[src/rtl/core/wpph_mod.sv]
// Restoring remainder unit: 32-bit dividend modulo a 32-bit divisor,
// one quotient bit per cycle. No dependencies.
module wpph_mod (
  input  logic        clk_i,
  input  logic        rst_ni,
  input  logic        start_i,
  input  logic [31:0] dividend_i,
  input  logic [31:0] divisor_i,
  output logic        done_o,
  output logic [31:0] rem_o
);

  logic        busy_q, done_q;
  logic [4:0]  cnt_q;
  logic [31:0] a_q, d_q, rem_q;
  logic [32:0] trial, diff;
  logic        ge;

  assign trial = {rem_q, a_q[31]};
  assign diff  = trial - {1'b0, d_q};
  assign ge    = trial >= {1'b0, d_q};

  always_ff @(posedge clk_i or negedge rst_ni) begin
    if (!rst_ni) begin
      busy_q <= 1'b0;
      done_q <= 1'b0;
      cnt_q  <= '0;
    end else begin
      done_q <= 1'b0;
      if (start_i) begin
        busy_q <= 1'b1;
        cnt_q  <= '0;
      end else if (busy_q) begin
        cnt_q <= cnt_q + 5'd1;
        if (cnt_q == 5'd31) begin
          busy_q <= 1'b0;
          done_q <= 1'b1;
        end
      end
    end
  end

  always_ff @(posedge clk_i) begin
    if (start_i) begin
      a_q   <= dividend_i;
      d_q   <= divisor_i;
      rem_q <= '0;
    end else if (busy_q) begin
      a_q   <= {a_q[30:0], 1'b0};
      rem_q <= ge ? diff[31:0] : trial[31:0];
    end
  end

  assign done_o = done_q;
  assign rem_o  = rem_q;

endmodule

[config.mk]
export PLATFORM = sky130hd
export DESIGN_NAME = wpph_mod
export DESIGN_NICKNAME = d
export VERILOG_FILES = /design/src/rtl/core/wpph_mod.sv
export SDC_FILE = /design/constraint.sdc
export NUM_CORES = 1
export LEC_CHECK = 0
export ABC_AREA = 1
export BUFFER_PORTS_ARGS = -buffer_cell sky130_fd_sc_hd__buf_2
export CELL_PAD_IN_SITES_DETAIL_PLACEMENT = 1
export CELL_PAD_IN_SITES_GLOBAL_PLACEMENT = 1
export CORE_ASPECT_RATIO = 0.9
export CORE_MARGIN = 2
export CORE_UTILIZATION = 41
export CTS_BUF_LIST = sky130_fd_sc_hd__clkbuf_16
export DETAILED_ROUTE_END_ITERATION = 8
export GPL_TIMING_DRIVEN = 1
export MAX_ROUTING_LAYER = met4
export PLACE_DENSITY = 0.86
export SYNTH_ARGS = -nofsm -noshare
export SYNTH_HDL_FRONTEND = slang
export SYNTH_SLANG_ARGS = --single-unit
[constraint.sdc]
create_clock -name clk_i -period 2.9 [get_ports clk_i]
set_clock_uncertainty 0.05 [all_clocks]
set_input_delay 0.29 -clock clk_i [delete_from_list [all_inputs] [get_ports clk_i]]
set_output_delay 0.29 -clock clk_i [all_outputs]
set_load 0.05 [all_outputs]
==> qor.yml <==
drt:
  first_iter_violations: 277
  drc: 0
  vias: 6502
  dr.pass1.iters: 5
  drt-total-wl_mm: 20.2
  wl_per_cell_um: 15.5
  ant_nets: 0
  vias_per_cell: 5.01
sta:
  slew_viol_final: 0
  max_slew_margin: 0.403
  worst_pin_slew_ps: 894
  worst_slack_ps: 249
  fmax_mhz: 377
  finalHoldViolations: 0
  setup_viol: 0
  fin_setup_tns_ps: 0
  fin_crit_sh: 0.914
  rsz0062_at_grt: "no"
  fin_crit_ps: 2650
floorplanning:
  start_util: 0.421
  core_mm2: 0.0162
  io_pins: 100
  fp.dieW_um: 140
  dieArea_mm2: 0.0177
  rows: 44
  die_h_um: 126
worst_setup_path:
  cp_slowest_cell: "buf_4"
  reg2reg_to: "rem_o[28]"
  regToRegStartpoint: "d_q[7]"
  path_cells: "inv_1 -> ha_1 -> nand2_1 -> inv_1 -> nand2_1 -> nand2_1 -> inv_1 -> nand3_2 -> nand2_2 -> nand2_2 -> nand2_4 -> buf_4 -> nand3_1 -> nand2_1 -> inv_2 -> nand2_1 -> nand2_1"
  startpoint: "d_q[7]"
  r2r_slack_ps: 250
  cp-start-kind: "register"
  crit_path_end_kind: "register"
  crit_required_ps: 3110
  critical_path_buf_inv_count: 5
  cp_max_fo: 26
  critical_path_class: "reg2reg"
  crit_arrival_ps: 2870
  cpPeakStageDelay_ps: 390
  reg2regPathDepth: 17
  cp_top_family: "simple AND/OR/NAND/NOR gates"
  cp_common_cell: "nand2_1"
clock_tree:
  clockBufferDepth: 2
  post_cts_buffers: 0
  cts_buffers: 9
  cts_tree: "yes"
  htree_levels: 3
  clock-sinks: 103
  cts-root-buf: "clkbuf_16"
  clk_pin_slew_worst_paths_ps: 80
  clk_latency_ps: 370
final_layout:
  final_util: 0.485
  fillers: 2132
  syn2layout_area_growth_pct: 15.0
  drive_above_1_share: 0.131
  nets: 1188
  diodes: 0
  fin_area_mm2: 0.00785
global_routing:
  antenna_found_initial: 0
  grt_pass1_wl_mm: 33.4
  grt_pass1_vias: 6843
  grt_use_total: 0.244
  grt.overflow.total: 0
  grt_max_degree: 44
flow_run:
  maxCapViolations: 0
power_and_ir_drop:
  ir_drop_mv: 0.418
  p_per_area_mw_per_mm2: 999
  power.total_uw: 7840
  p_leak_uw: 0.00438
placed_design:
  dp_hpwl_mm: 15.5
  place_area_mm2: 0.00752
  pre_cts_slack_ps: 370
  portBuffers: 99
  gp_congestion: 0.918
logic_synthesis:
  yosysWarningCount: 0
  postSynthAreaPerCell_um2: 6.90
  synth_fp_nets: 1090
  synth_area_leader_cell: "edfxtp_1"
  syn_area_mm2: 0.00682
  ys_seq_area_frac: 0.401
  syn_inst: 988
  yosysUniqueCellTypes: 36
  netlist_top_cells_area: "edfxtp_1, nand2_1, inv_1"
  ys_ff_latch: 103
  synth_top_area_share: 0.282
worst_hold_path:
  hold_class: "in2reg"
  whs_endpoint: "d_q[1]"
  min_from: "divisor_i[1]"
  holdPathStages: 1
status:
  status: "complete, no violations"
-- placed cells by master (no fill, tap or decap), drive strengths merged, types with 14 or more instances in the layout --
cell type	synthesis	final
a21oi	21	21
inv	188	193
edfxtp	64	64
nand3b	14	14
dfxtp	32	32
o21ai	14	14
xnor2	14	14
nand3	80	80
nand2	417	417
ha	34	34
buf	12	108
nor2	49	49
-- flip-flops by register name, indices dropped and copies added (netlist names) --
| signal | count |
|---|---|
| done_o | 1 |
| a_q | 32 |
| cnt_q | 5 |
| busy_q | 1 |
| rem_o | 32 |
| d_q | 32 |
-- routing by layer --
| metal | up-vias | routed length (um) | track usage |
|---|---|---|---|
| met5 | - | 0 | - |
| met4 | 0 | 301 | 0.0582 |
| met3 | 25 | 852 | 0.0434 |
| met2 | 139 | 9970 | 0.418 |
| met1 | 3092 | 9050 | 0.301 |
| li1 | 3246 | - | - |
-- through the flow --
step	hold WS, ps	instances
finish	42.8	1298
global route	30.3	1298
CTS	33.1	1298
detailed placement	80.4	1281
global placement	83.3	1281
floorplan	-55.6	988
-- area by class of cell --
type / count / area (um2) / share of cell area
multi-input cells: 675 / 3260 / 0.415
flip-flops and latches: 103 / 2740 / 0.349
inverters: 188 / 706 / 0.0899
repair buffers: 109 / 573 / 0.0730
well taps: 207 / 259 / 0.0330
clock buffers: 9 / 225 / 0.0287
clock inverters: 7 / 90.1 / 0.0115
-- how the worst max path moves through the flow --
stage / end / slack (ps) / depth (start not counted)
CTS: rem_o[29] / 270 / 17
finish: rem_o[28] / 250 / 17
global placement: rem_o[28] / 400 / 17
global route: rem_o[0] / 30 / 15
floorplan: rem_o[10] / 620 / 12
detailed placement: rem_o[29] / 370 / 17
-- logic make-up (layout without fill, tap and decap cells) --
group / after synthesis / count (layout) / share of synthesized area
xor gates and xnor gates: 15 / 15 / 0.0193
AOI/OAI and AO/OA: 42 / 42 / 0.0339
DFF: 103 / 103 / 0.401
and+or+nand+nor: 583 / 583 / 0.358
buffers and inverters: 210 / 313 / 0.122
adders and majority gates: 35 / 35 / 0.0653
-- synth_stat cells, drive strengths merged --
cell type    n
a21oi       21
a22o         1
a31oi        1
and2         3
buf         12
clkbuf      10
dfrtp        7
dfxtp       32
edfxtp      64
fa           1
ha          34
inv        188
nand2      417
nand3       80
nand3b      14
nand4        9
nor2        49
nor3         9
nor4         1
o21a         2
o21ai       14
o21bai       3
or2          1
xnor2       14
xor2         1
-- report_power, final --
group	switching (uW)	internal, uW
clock network	605	693
logic	3090	1380
registers	227	1850
total	3920	3920
-- repair_timing --
action | 4_1_cts | 5_1_grt
endpoints found under the hold margin | 7 | 0
gates resized for setup | 0 | 0
hold buffers | 1 | 0
Power figures use the tool's default switching activity.
