--- config.mk ---
export PLATFORM = sky130hd
export DESIGN_NAME = wpph_hash
export DESIGN_NICKNAME = d
export VERILOG_FILES = /design/src/rtl/core/wpph_pkg.sv /design/src/rtl/core/wpph_hash.sv
export SDC_FILE = /design/constraint.sdc
export NUM_CORES = 1
export LEC_CHECK = 0
export BUFFER_PORTS_ARGS = -buffer_cell sky130_fd_sc_hd__buf_2
export CORE_UTILIZATION = 52
export CTS_CLUSTER_DIAMETER = 100
export CTS_CLUSTER_SIZE = 20
export DETAILED_ROUTE_END_ITERATION = 6
export PLACE_DENSITY = 0.72
export SYNTH_ARGS = -nofsm -noshare
export SYNTH_HDL_FRONTEND = slang
export SYNTH_SLANG_ARGS = --single-unit
--- constraint.sdc ---
create_clock -name clk_i -period 10.3 [get_ports clk_i]
set_clock_uncertainty 0.1 [all_clocks]
set_input_delay 1.03 -clock clk_i [delete_from_list [all_inputs] [get_ports clk_i]]
set_output_delay 1.03 -clock clk_i [all_outputs]
set_load 0.03 [all_outputs]
--- src/rtl/core/wpph_pkg.sv ---
// Package for the weighted pick by position hash unit.
// Holds command, status and state codes and the hash constants.
// No dependencies.
package wpph_pkg;

  typedef enum logic [1:0] {
    CMD_APPEND = 2'd0,
    CMD_PICK   = 2'd1,
    CMD_CLEAR  = 2'd2
  } cmd_e;

  typedef enum logic [1:0] {
    STAT_OK   = 2'd0,
    STAT_FULL = 2'd1,
    STAT_OVFL = 2'd2
  } status_e;

  typedef enum logic [2:0] {
    ST_IDLE,
    ST_HASH,
    ST_MOD,
    ST_SEARCH,
    ST_DONE
  } top_state_e;

  typedef enum logic [2:0] {
    HS_IDLE,
    HS_MUL,
    HS_XS,
    HS_MIX,
    HS_DONE
  } hash_state_e;

  localparam logic [31:0] HASH_MUL_X = 32'h8DA6B343;
  localparam logic [31:0] HASH_MUL_Y = 32'hD8163841;
  localparam logic [31:0] HASH_MUL_Z = 32'hCB1AB31F;
  localparam logic [31:0] HASH_MIX   = 32'h2C1B3C6D;
  localparam int unsigned HASH_SHIFT_A = 15;
  localparam int unsigned HASH_SHIFT_B = 12;

  localparam logic [7:0] PICK_EMPTY_ID = 8'd1;

endpackage

--- src/rtl/core/wpph_hash.sv ---
// Bit-serial position hash: three 8x32 products, one bit per cycle, then a
// 32x32 mix product, one bit per cycle. Depends on wpph_pkg.
module wpph_hash (
  input  logic        clk_i,
  input  logic        rst_ni,
  input  logic        start_i,
  input  logic [7:0]  pos_x_i,
  input  logic [7:0]  pos_y_i,
  input  logic [7:0]  pos_z_i,
  output logic        done_o,
  output logic [31:0] hash_o
);

  wpph_pkg::hash_state_e state_q, state_d;
  logic [4:0]  cnt_q, cnt_d;
  logic [7:0]  xs_q, xs_d, ys_q, ys_d, zs_q, zs_d;
  logic [31:0] ax_q, ax_d, ay_q, ay_d, az_q, az_d;
  logic [31:0] hs_q, hs_d, acc_q, acc_d;
  logic [31:0] h0;

  assign h0 = ax_q ^ ay_q ^ az_q;

  always_comb begin
    state_d = state_q;
    cnt_d   = cnt_q;
    xs_d    = xs_q;
    ys_d    = ys_q;
    zs_d    = zs_q;
    ax_d    = ax_q;
    ay_d    = ay_q;
    az_d    = az_q;
    hs_d    = hs_q;
    acc_d   = acc_q;
    done_o  = 1'b0;
    case (state_q)
      wpph_pkg::HS_IDLE: begin
        if (start_i) begin
          xs_d    = pos_x_i;
          ys_d    = pos_y_i;
          zs_d    = pos_z_i;
          ax_d    = '0;
          ay_d    = '0;
          az_d    = '0;
          cnt_d   = '0;
          state_d = wpph_pkg::HS_MUL;
        end
      end
      wpph_pkg::HS_MUL: begin
        // MSB-first shift and add
        ax_d  = {ax_q[30:0], 1'b0} + (xs_q[7] ? wpph_pkg::HASH_MUL_X : 32'd0);
        ay_d  = {ay_q[30:0], 1'b0} + (ys_q[7] ? wpph_pkg::HASH_MUL_Y : 32'd0);
        az_d  = {az_q[30:0], 1'b0} + (zs_q[7] ? wpph_pkg::HASH_MUL_Z : 32'd0);
        xs_d  = {xs_q[6:0], 1'b0};
        ys_d  = {ys_q[6:0], 1'b0};
        zs_d  = {zs_q[6:0], 1'b0};
        cnt_d = cnt_q + 5'd1;
        if (cnt_q == 5'd7) begin
          state_d = wpph_pkg::HS_XS;
        end
      end
      wpph_pkg::HS_XS: begin
        hs_d    = h0 ^ (h0 >> wpph_pkg::HASH_SHIFT_A);
        acc_d   = '0;
        cnt_d   = '0;
        state_d = wpph_pkg::HS_MIX;
      end
      wpph_pkg::HS_MIX: begin
        acc_d = {acc_q[30:0], 1'b0} + (hs_q[31] ? wpph_pkg::HASH_MIX : 32'd0);
        hs_d  = {hs_q[30:0], 1'b0};
        cnt_d = cnt_q + 5'd1;
        if (cnt_q == 5'd31) begin
          state_d = wpph_pkg::HS_DONE;
        end
      end
      wpph_pkg::HS_DONE: begin
        done_o  = 1'b1;
        state_d = wpph_pkg::HS_IDLE;
      end
      default: begin
        state_d = wpph_pkg::HS_IDLE;
      end
    endcase
  end

  always_ff @(posedge clk_i or negedge rst_ni) begin
    if (!rst_ni) begin
      state_q <= wpph_pkg::HS_IDLE;
      cnt_q   <= '0;
    end else begin
      state_q <= state_d;
      cnt_q   <= cnt_d;
    end
  end

  always_ff @(posedge clk_i) begin
    xs_q  <= xs_d;
    ys_q  <= ys_d;
    zs_q  <= zs_d;
    ax_q  <= ax_d;
    ay_q  <= ay_d;
    az_q  <= az_d;
    hs_q  <= hs_d;
    acc_q <= acc_d;
  end

  assign hash_o = acc_q ^ (acc_q >> wpph_pkg::HASH_SHIFT_B);

endmodule

==> summary.md, run 1 <==
Clock tree
* clock tree from TritonCTS: built
* # hold bufs at CTS: 0
* Inserted Clock Buffers: 17
* number of setup buffers added after CTS: 0
* deepest clock path buffer count: 2
* post-cts gate resize count: 0
* Clock Pin Slew Worst Setup and Hold Paths: 0.07 ns
* H-tree Lvls: 4
* later-pin clock latency in the skew report: 0.44 ns
* Root Buffer Master: clkbuf_16
* total clock sinks: 192

Die
* I/O pins: 60
* Die Outline Area: 0.0240 mm^2
* starting density of the core: 0.534
* core outline area: 0.0228 mm^2
* std cell rows: 55
* width of the die: 155 um
* vertical extent of the die: 155 um

Synthesis
* number of enable flip-flop cells after synthesis: 184
* distinct cell type count after synthesis: 72
* register area share after synthesis: 0.471
* Commonest cells post-synth: 184 x edfxtp_1, 155 x nand2_1, 104 x nor2_1, 92 x xnor2_1, 86 x xor2_1
* most used standard cell by instance count after synthesis: edfxtp_1
* top_reg_cell synth: edfxtp_1
* post-synthesis cell type with the largest combined area: edfxtp_1
* number of cells produced by synthesis: 1192
* biggest area contributors in the synthesized netlist: edfxtp_1 45%, xnor2_1 6.6%, xor2_1 6.2%
* portion of synthesized cell area occupied by the leading cell type: 0.454
* fraction of registers with async set/reset: 0.0417
* YS warnings: 0
* syn avg cell area: 10.2 um^2
* #FFs+latches synth: 192
* net count after synthesis: 1280
* combined area of all synthesized cells: 0.0122 mm^2

Critical path
* flop2flop setup slack: 6.99 ns
* Reg2Reg Depth: 8
* element type at the critical path start: register
* Critical R2R Capture: az_q[27]
* worst r2r src: zs_q[7]
* arrival time at the worst endpoint: 3.41 ns
* kind of capture point of the worst setup path: register
* category of the critical setup timing path: register to register
* highest net fanout along the worst path: 19
* critical path required time: 10.40 ns

Global routing
* met3 routing resource usage after global routing: 0.0407
* antenna violations before repair: 0
* vias in the first global route: 8531
* met2 Use GR: 0.388
* global-route wire length before repair: 43400 um
* maximum number of pins on one net before global-route repair: 86
* met1 track utilization from global routing: 0.302
* Global Route Usage Sum: 0.230
* total grt overflow: 0
* most utilized layer in the global route result: met2

Placement
* Placer Congestion: 0.870
* HPWL after detailed placement: 18700 um
* IO Port Bufs: 59

Drt
* Via density: 5.78
* per-cell routed wire length: 17.2 um
* Initial DRT Pass Iterations: 5
* Final Routed Wirelength: 26500 um
* drt first-iter violations: 696
* total number of vias: 8913
* DRC violations left: 0
* Antenna Violating Nets Remaining: 0

Layout
* final-layout fill cell count: 1917
* count of inserted antenna diode cells: 0
* fraction of layout cells with a size suffix above 1: 0.103
* Final nets: 1305
* area added between synthesis and finish: 8.48%

STA
* number of pins exceeding their max-slew limit in the final report: 0
* crit path time final: 3.31 ns
* post-route fraction of the period consumed by the critical path: 0.321
* transition at the pin with the smallest max-transition slack: 1.06 ns
* Final Hold Vio Count: 0
* total of endpoints with negative setup slack in the final report: 0
* highest attainable clock frequency: 302 MHz
* unrepaired setup endpoints after global routing: false
* worst slew margin relative to its limit: 0.292
* setup_tns: 0 ns

Outcome
* status: complete, no violations

Worst hold path
* kind of path behind the tightest hold check: input port to asynchronous set/reset pin

Flow run
* max-cap violations: 0

[registers in the layout, indices dropped and copies added (netlist names)]
name     cells
az_q        32
acc_q       32
cnt_q        5
state_q      3
ys_q         8
ax_q        32
ay_q        32
hs_q        32
zs_q         8
xs_q         8
[per-stage QoR]
stage	hold slack [ns]	area (um^2)	std cells	setup WS, ns	util
4_1_cts	0.313	13200	1543	7.06	0.579
3_5_place_dp	0.397	12600	1511	7.07	0.553
3_3_place_gp	0.385	12600	1511	7.08	0.553
6_report	0.318	13200	1543	6.99	0.579
5_1_grt	0.318	13200	1543	6.72	0.579
2_1_floorplan	0.384	12200	1192	0.297	-
[kinds of logic after synthesis]
group | after synthesis | share of synthesized area
adder cells (fa/ha/maj) | 61 | 0.0640
multiplexers | 12 | 0.00998
AO/OA/AOI/OAI | 239 | 0.128
buffers and inverters | 72 | 0.0298
flip-flops | 192 | 0.471
XOR/XNOR | 178 | 0.128
AND/OR/NAND/NOR | 438 | 0.169
[layer usage]
layer,wire length (um),vias up,share of wire
met5,0,-,0
met3,1180,39,0.044
met1,11700,4264,0.44
li1,-,4384,-
met2,13000,226,0.49
met4,588,0,0.022
[layout make-up]
type	count	area, um^2	area share
clock inverters	15	163	0.0123
inverters	14	52.6	0.00398
clock buffers	17	425	0.0322
multi-input cells	928	6100	0.463
flip-flops and latches	192	5730	0.434
well taps	313	392	0.0297
repair buffers	64	333	0.0252
[placed cells by master, fill, tap and decap left out, types with 7 or more instances in the layout]
cell       count
nor2b_1       10
a31o_2        11
mux2i_1       11
inv_1         14
or3_1         13
nand2_1      155
o21ai_0       59
nand3_1       34
nand4_1       19
o21a_1         9
a21oi_1       57
a21o_1        18
and4_1         7
and2_1        23
o211ai_1       7
xor2_1        86
nor2_1       103
dfrtp_1        8
nor4_1         7
nor3_1        23
and3_1        22
xnor2_1       92
clkbuf_16     17
ha_1          59
edfxtp_1     184
buf_2         59
a31oi_1       18
[worst max-delay path: stages, from the launching register on]
cell      delay [ns]
edfxtp_1        0.92
ha_1            0.31
fa_1            0.24
a211oi_1        0.14
nor4_1          0.59
o21ai_0         0.23
a21oi_1         0.27
mux2i_1         0.21
nand2_1         0.06
[how the worst max path moves through the flow]
stage	startpoint	end
5_1_grt	zs_q[7]	az_q[27]
3_3_place_gp	start_i	zs_q[3]
4_1_cts	zs_q[7]	az_q[27]
3_5_place_dp	start_i	zs_q[0]
2_1_floorplan	start_i	ax_q[0]
6_report	zs_q[7]	az_q[27]
Power of run 1 is not shown: default switching activity piles up to over one toggle a cycle in this logic, so the estimate is an artifact.
==> run 2, diff against run 1 <==
--- a/config.mk
+++ b/config.mk
@@ -10,7 +10,7 @@
 export CTS_CLUSTER_DIAMETER = 100
 export CTS_CLUSTER_SIZE = 20
 export DETAILED_ROUTE_END_ITERATION = 6
-export PLACE_DENSITY = 0.72
+export PLACE_DENSITY = 0.69
 export SYNTH_ARGS = -nofsm -noshare
 export SYNTH_HDL_FRONTEND = slang
 export SYNTH_SLANG_ARGS = --single-unit
==> constraint.sdc (replaced) <==
create_clock -name clk_i -period 3.05 [get_ports clk_i]
set_clock_uncertainty 0.1 [all_clocks]
set_input_delay 0.305 -clock clk_i [delete_from_list [all_inputs] [get_ports clk_i]]
set_output_delay 0.305 -clock clk_i [all_outputs]
set_load 0.03 [all_outputs]
==> run 2 against run 1 <==
Hold slack lost 0.30 ns. Final cell count grew 1.2%. Count of clock-buffer cells in the layout is the same. Non-clock buffer count grew 19. Cell area grew 1.8%. Die area is the same. Critical path type unchanged. Critical endpoint is now az_q[31]. Largest cell class unchanged.
==> summary.md, run 2 (synthesis results as in run 1) <==
Outcome
* status: complete, no violations

Drt
* total number of vias: 8875, -0.43%
* drt first-iter violations: 583, -16%
* per-cell routed wire length: 17.0 um, -1.0%
* Antenna Violating Nets Remaining: 0, unchanged
* Initial DRT Pass Iterations: 5, unchanged
* DRC violations left: 0, unchanged
* Final Routed Wirelength: 26500 um, +0.22%
* Via density: 5.68, -1.6%

Clock tree
* Inserted Clock Buffers: 17, unchanged
* total clock sinks: 192, unchanged
* Root Buffer Master: clkbuf_16
* H-tree Lvls: 4, unchanged
* deepest clock path buffer count: 2, unchanged
* Clock Pin Slew Worst Setup and Hold Paths: 0.08 ns, about the same
* later-pin clock latency in the skew report: 0.45 ns, about the same
* post-cts gate resize count: 0, unchanged
* clock tree from TritonCTS: built

Layout
* commonest non-fill, non-tap cell in the layout: edfxtp_1
* commonest cells after routing, fill and taps aside: 184 x edfxtp_1, 155 x nand2_1, 103 x nor2_1
* Final nets: 1324, +1.5%
* count of inserted antenna diode cells: 0, unchanged
* area added between synthesis and finish: 10.4%
* fraction of layout cells with a size suffix above 1: 0.115, +0.0120

Die
* starting density of the core: 0.534, unchanged
* Die Outline Area: 0.0240 mm^2, unchanged
* width of the die: 155 um, unchanged
* core outline area: 0.0228 mm^2, unchanged
* I/O pins: 60, unchanged
* std cell rows: 55, unchanged
* vertical extent of the die: 155 um, unchanged

STA
* post-route fraction of the period consumed by the critical path: 0.924, +0.603
* final worst slack: 0.232 ns, -6.76 ns
* total of endpoints with negative setup slack in the final report: 0, unchanged
* highest attainable clock frequency: 355 MHz, +17%
* Final Hold Vio Count: 0, unchanged
* transition at the pin with the smallest max-transition slack: 0.709 ns, -0.354 ns
* number of pins exceeding their max-slew limit in the final report: 0, unchanged
* worst slew margin relative to its limit: 0.526, +0.235
* unrepaired setup endpoints after global routing: false
* crit path time final: 2.82 ns, -0.489 ns

Critical path
* slowest stage delay, CP: 0.49 ns, -0.43 ns
* Critical Path Most Common Cell: buf_4
* worst r2r src: zs_q[7]
* critical path required time: 3.15 ns, -7.25 ns
* element type at the critical path start: register
* slowest CP cell: fa_1
* kind of capture point of the worst setup path: register
* highest net fanout along the worst path: 18, -1
* category of the critical setup timing path: register to register
* Worst Path Buf+Inv: 2, +2
* cell family with most CP delay: compound AO/OA/AOI/OAI gates
* Worst setup startpoint: zs_q[7]
* arrival time at the worst endpoint: 2.92 ns, -0.49 ns
* list of cells traversed by the critical path: buf_4 > fa_1 > a211oi_1 > nor4_1 > buf_4 > o21ai_0 > o221ai_1 > xnor2_1 > nor2_1

Placement
* IO Port Bufs: 59, unchanged
* Placer Congestion: 0.903, +3.8%
* HPWL after detailed placement: 19100 um, +2.0%
* pre-CTS WS: 0.287 ns, -6.79 ns

Global routing
* antenna violations before repair: 0, unchanged
* global-route wire length before repair: 42400 um, -2.4%
* vias in the first global route: 8188, -4.0%
* total grt overflow: 0, unchanged
* Global Route Usage Sum: 0.227, -0.00278
* maximum number of pins on one net before global-route repair: 65, -24%

Worst hold path
* launch point of the worst hold path: pos_z_i[2]
* kind of path behind the tightest hold check: input port to register

Flow run
* max-cap violations: 0, unchanged

==> run 2: repair_timing <==
action / CTS / global route
hold buffers: 1 / 1
endpoints found under the hold margin: 8 / 1
buffers inserted: 0 / 0
==> run 2: worst register-to-register path, cell delays in order (launching register included) <==
cell      delay, ns
edfxtp_1       0.41
buf_4          0.24
fa_1           0.50
a211oi_1       0.45
nor4_1         0.08
buf_4          0.16
o21ai_0        0.24
o221ai_1       0.17
xnor2_1        0.17
nor2_1         0.05
==> run 2: cell type report <==
type | instances | area, um^2
sequential | 192 | 5730
timing repair buffer | 83 | 556
clock buffer | 17 | 425
inverter | 14 | 52.6
multi-input combinational | 928 | 6110
fill | 1965 | 9350
tap | 313 | 392
clock inverter | 15 | 165
==> run 2: routing by layer <==
metal / vias to the layer above / wire [um] / track usage
li1: 4422 / - / -
met1: 4231 / 12400 / 0.307
met2: 181 / 12600 / 0.372
met3: 41 / 930 / 0.0329
met4: 0 / 668 / 0.0858
met5: - / 0 / 0
==> run 2: path summary, 6_finish.rpt <==
path                            cells past startpoint  slack, ns          to
worst max-delay path                                9       0.23    az_q[31]
min in group asynchronous                           2       0.13  state_q[2]
max in group asynchronous                           2       2.55    cnt_q[0]
worst max register to register                      9       0.23    az_q[31]
worst min-delay path                                3       0.02     zs_q[2]
worst min register to register                      2       0.42     ys_q[7]
==> run 2: through the flow <==
| step | area (um^2) | instances | setup TNS, ns | util | hold slack [ns] |
|---|---|---|---|---|---|
| finish | 13400 | 1562 | 0 | 0.589 | 0.0153 |
| global placement | 12800 | 1528 | 0 | 0.563 | 0.0596 |
| CTS | 13400 | 1561 | 0 | 0.589 | 0.000918 |
| detailed placement | 12800 | 1528 | 0 | 0.563 | 0.0574 |
| floorplan | 12200 | 1192 | -118.24 | - | -0.0906 |
| global route | 13400 | 1562 | 0 | 0.589 | 0.0133 |
Power of run 2 is left out for the same reason.
==> run 3, diff against run 2 <==
--- a/config.mk
+++ b/config.mk
@@ -6,11 +6,12 @@
 export NUM_CORES = 1
 export LEC_CHECK = 0
 export BUFFER_PORTS_ARGS = -buffer_cell sky130_fd_sc_hd__buf_2
+export CAP_MARGIN = 10
 export CORE_UTILIZATION = 52
 export CTS_CLUSTER_DIAMETER = 100
 export CTS_CLUSTER_SIZE = 20
 export DETAILED_ROUTE_END_ITERATION = 6
-export PLACE_DENSITY = 0.69
+export PLACE_DENSITY_LB_ADDON = 0.1
 export SYNTH_ARGS = -nofsm -noshare
 export SYNTH_HDL_FRONTEND = slang
 export SYNTH_SLANG_ARGS = --single-unit
==> run 3 against run 2 <==
Non-clock buffer count shrank 3. Fmax shrank 1.1%. Routed wire length grew 2.3%. Hold slack lost 0.0028 ns. Cell area shrank 0.31%. Flip-flop and latch count is the same. Via count grew 0.20%. Global-route usage grew 0.55 points.
==> summary.md, run 3 (synthesis results as in run 1) <==
Global routing
* maximum number of pins on one net before global-route repair: 121, +86%
* total grt overflow: 0, unchanged
* global-route wire length before repair: 43500 um, +2.6%
* Global Route Usage Sum: 0.233, +0.00553
* antenna violations before repair: 2, +2
* vias in the first global route: 8419, +2.8%

Critical path
* Worst Path Buf+Inv: 1, -1
* critical path required time: 3.14 ns, about the same
* highest net fanout along the worst path: 16, -2
* element type at the critical path start: register
* category of the critical setup timing path: register to register
* list of cells traversed by the critical path: buf_4 > ha_1 > a21oi_1 > o21ai_1 > a311o_1 > a21boi_0 > or3_1 > a21oi_1
* kind of capture point of the worst setup path: register
* slowest CP cell: a311o_1
* arrival time at the worst endpoint: 2.94 ns, +0.02 ns
* cell family with most CP delay: compound AO/OA/AOI/OAI gates
* Critical Path Most Common Cell: a21oi_1
* slowest stage delay, CP: 0.43 ns, -0.06 ns

Layout
* commonest cells after routing, fill and taps aside: 184 x edfxtp_1, 155 x nand2_1, 103 x nor2_1
* final-layout fill cell count: 1962, -0.15%
* number of cells in the finished layout apart from fillers: 1559, -0.19%
* commonest non-fill, non-tap cell in the layout: edfxtp_1
* area of all placed cells without fillers: 0.0134 mm^2, -0.31%
* count of inserted antenna diode cells: 0, unchanged
* Final nets: 1321, -0.23%
* area added between synthesis and finish: 10.0%
* fraction of layout cells with a size suffix above 1: 0.115, -0.000525

STA
* crit path time final: 2.85 ns, +0.0317 ns
* transition at the pin with the smallest max-transition slack: 0.738 ns, +0.0291 ns
* post-route fraction of the period consumed by the critical path: 0.934, +0.0104
* number of pins exceeding their max-slew limit in the final report: 0, unchanged
* setup_tns: 0 ns, unchanged
* unrepaired setup endpoints after global routing: false
* Final Hold Vio Count: 0, unchanged
* worst slew margin relative to its limit: 0.508, -0.0182
* highest attainable clock frequency: 351 MHz, -1.1%
* total of endpoints with negative setup slack in the final report: 0, unchanged

Die
* I/O pins: 60, unchanged
* std cell rows: 55, unchanged
* starting density of the core: 0.534, unchanged
* Die Outline Area: 0.0240 mm^2, unchanged
* core outline area: 0.0228 mm^2, unchanged
* vertical extent of the die: 155 um, unchanged
* width of the die: 155 um, unchanged

Placement
* Placer Congestion: 0.895, -0.91%
* HPWL after detailed placement: 19400 um, +1.8%
* Placed Cells: 1526, -0.13%
* placement-stage cell area: 0.0128 mm^2, -0.41%
* IO Port Bufs: 59, unchanged

Drt
* Initial DRT Pass Iterations: 5, unchanged
* Antenna Violating Nets Remaining: 0, unchanged
* total number of vias: 8893, +0.20%
* DRC violations left: 0, unchanged
* Final Routed Wirelength: 27200 um, +2.3%
* per-cell routed wire length: 17.4 um, +2.5%
* Via density: 5.70, +0.40%
* drt first-iter violations: 655, +12%

Clock tree
* number of setup buffers added after CTS: 0, unchanged
* Clock Pin Slew Worst Setup and Hold Paths: 0.09 ns, about the same
* deepest clock path buffer count: 2, unchanged
* total clock sinks: 192, unchanged
* later-pin clock latency in the skew report: 0.45 ns, about the same
* Root Buffer Master: clkbuf_16
* H-tree Lvls: 4, unchanged
* Inserted Clock Buffers: 17, unchanged
* clock tree from TritonCTS: built

Outcome
* status: complete, no violations

Flow run
* max-cap violations: 0, unchanged

Worst hold path
* kind of path behind the tightest hold check: input port to register

[run 3: cell types whose count changed in the layout (fill, tap and decap cells not counted), moves of 2 or more]
cell,change
buf_12,-3
clkinv_4,-3
clkinv_8,+2
inv_6,+2
[run 3: area by class of cell]
class / count / area [um^2] / area share
clock buffer: 17 / 425 / 0.0318
sequential: 192 / 5730 / 0.428
clock inverter: 15 / 181 / 0.0136
inverter: 14 / 52.6 / 0.00393
tap: 313 / 392 / 0.0293
timing repair buffer: 80 / 493 / 0.0368
multi-input combinational: 928 / 6110 / 0.457
[run 3: what timing repair did]
| item | 4_1_cts | 5_1_grt |
|---|---|---|
| hold buffers | 1 | 0 |
| gates resized for setup | 0 | 1 |
| hold endpoints to repair | 8 | 0 |
| setup endpoints to repair | 0 | 2 |
[run 3: worst paths after layout]
| check | from | to | cells after the start | slack, ns |
|---|---|---|---|---|
| min in group asynchronous | rst_ni | cnt_q[3] | 2 | 0.13 |
| max in group asynchronous | rst_ni | cnt_q[0] | 2 | 2.55 |
| max | hs_q[31] | acc_q[25] | 8 | 0.20 |
| min reg2reg | zs_q[5] | zs_q[6] | 2 | 0.42 |
| min | pos_z_i[3] | zs_q[3] | 3 | 0.01 |
| max reg2reg | hs_q[31] | acc_q[25] | 8 | 0.20 |
[run 3: through the flow]
step,util,hold WS [ns],setup slack (ns)
finish,0.588,0.0125,0.200
global route,0.588,0.0134,0.0298
detailed placement,0.560,0.0555,0.199
global placement,0.560,0.0559,0.293
CTS,0.587,0.00172,0.177
floorplan,-,-0.0906,-0.985
[run 3: tightest hold or removal path, cell delays in order]
cell	delay (ns)
buf_2	0.07
nand2_1	0.04
nand2_1	0.05
[run 3: routing by layer]
metal,global-route usage,vias up,share of wire,wire (um)
li1,-,4411,-,-
met4,0.0816,2,0.021,576
met2,0.383,187,0.47,12800
met3,0.0298,41,0.035,939
met1,0.318,4252,0.47,12800
met5,0,-,0.00048,13
Power of run 3 is left out for the same reason.
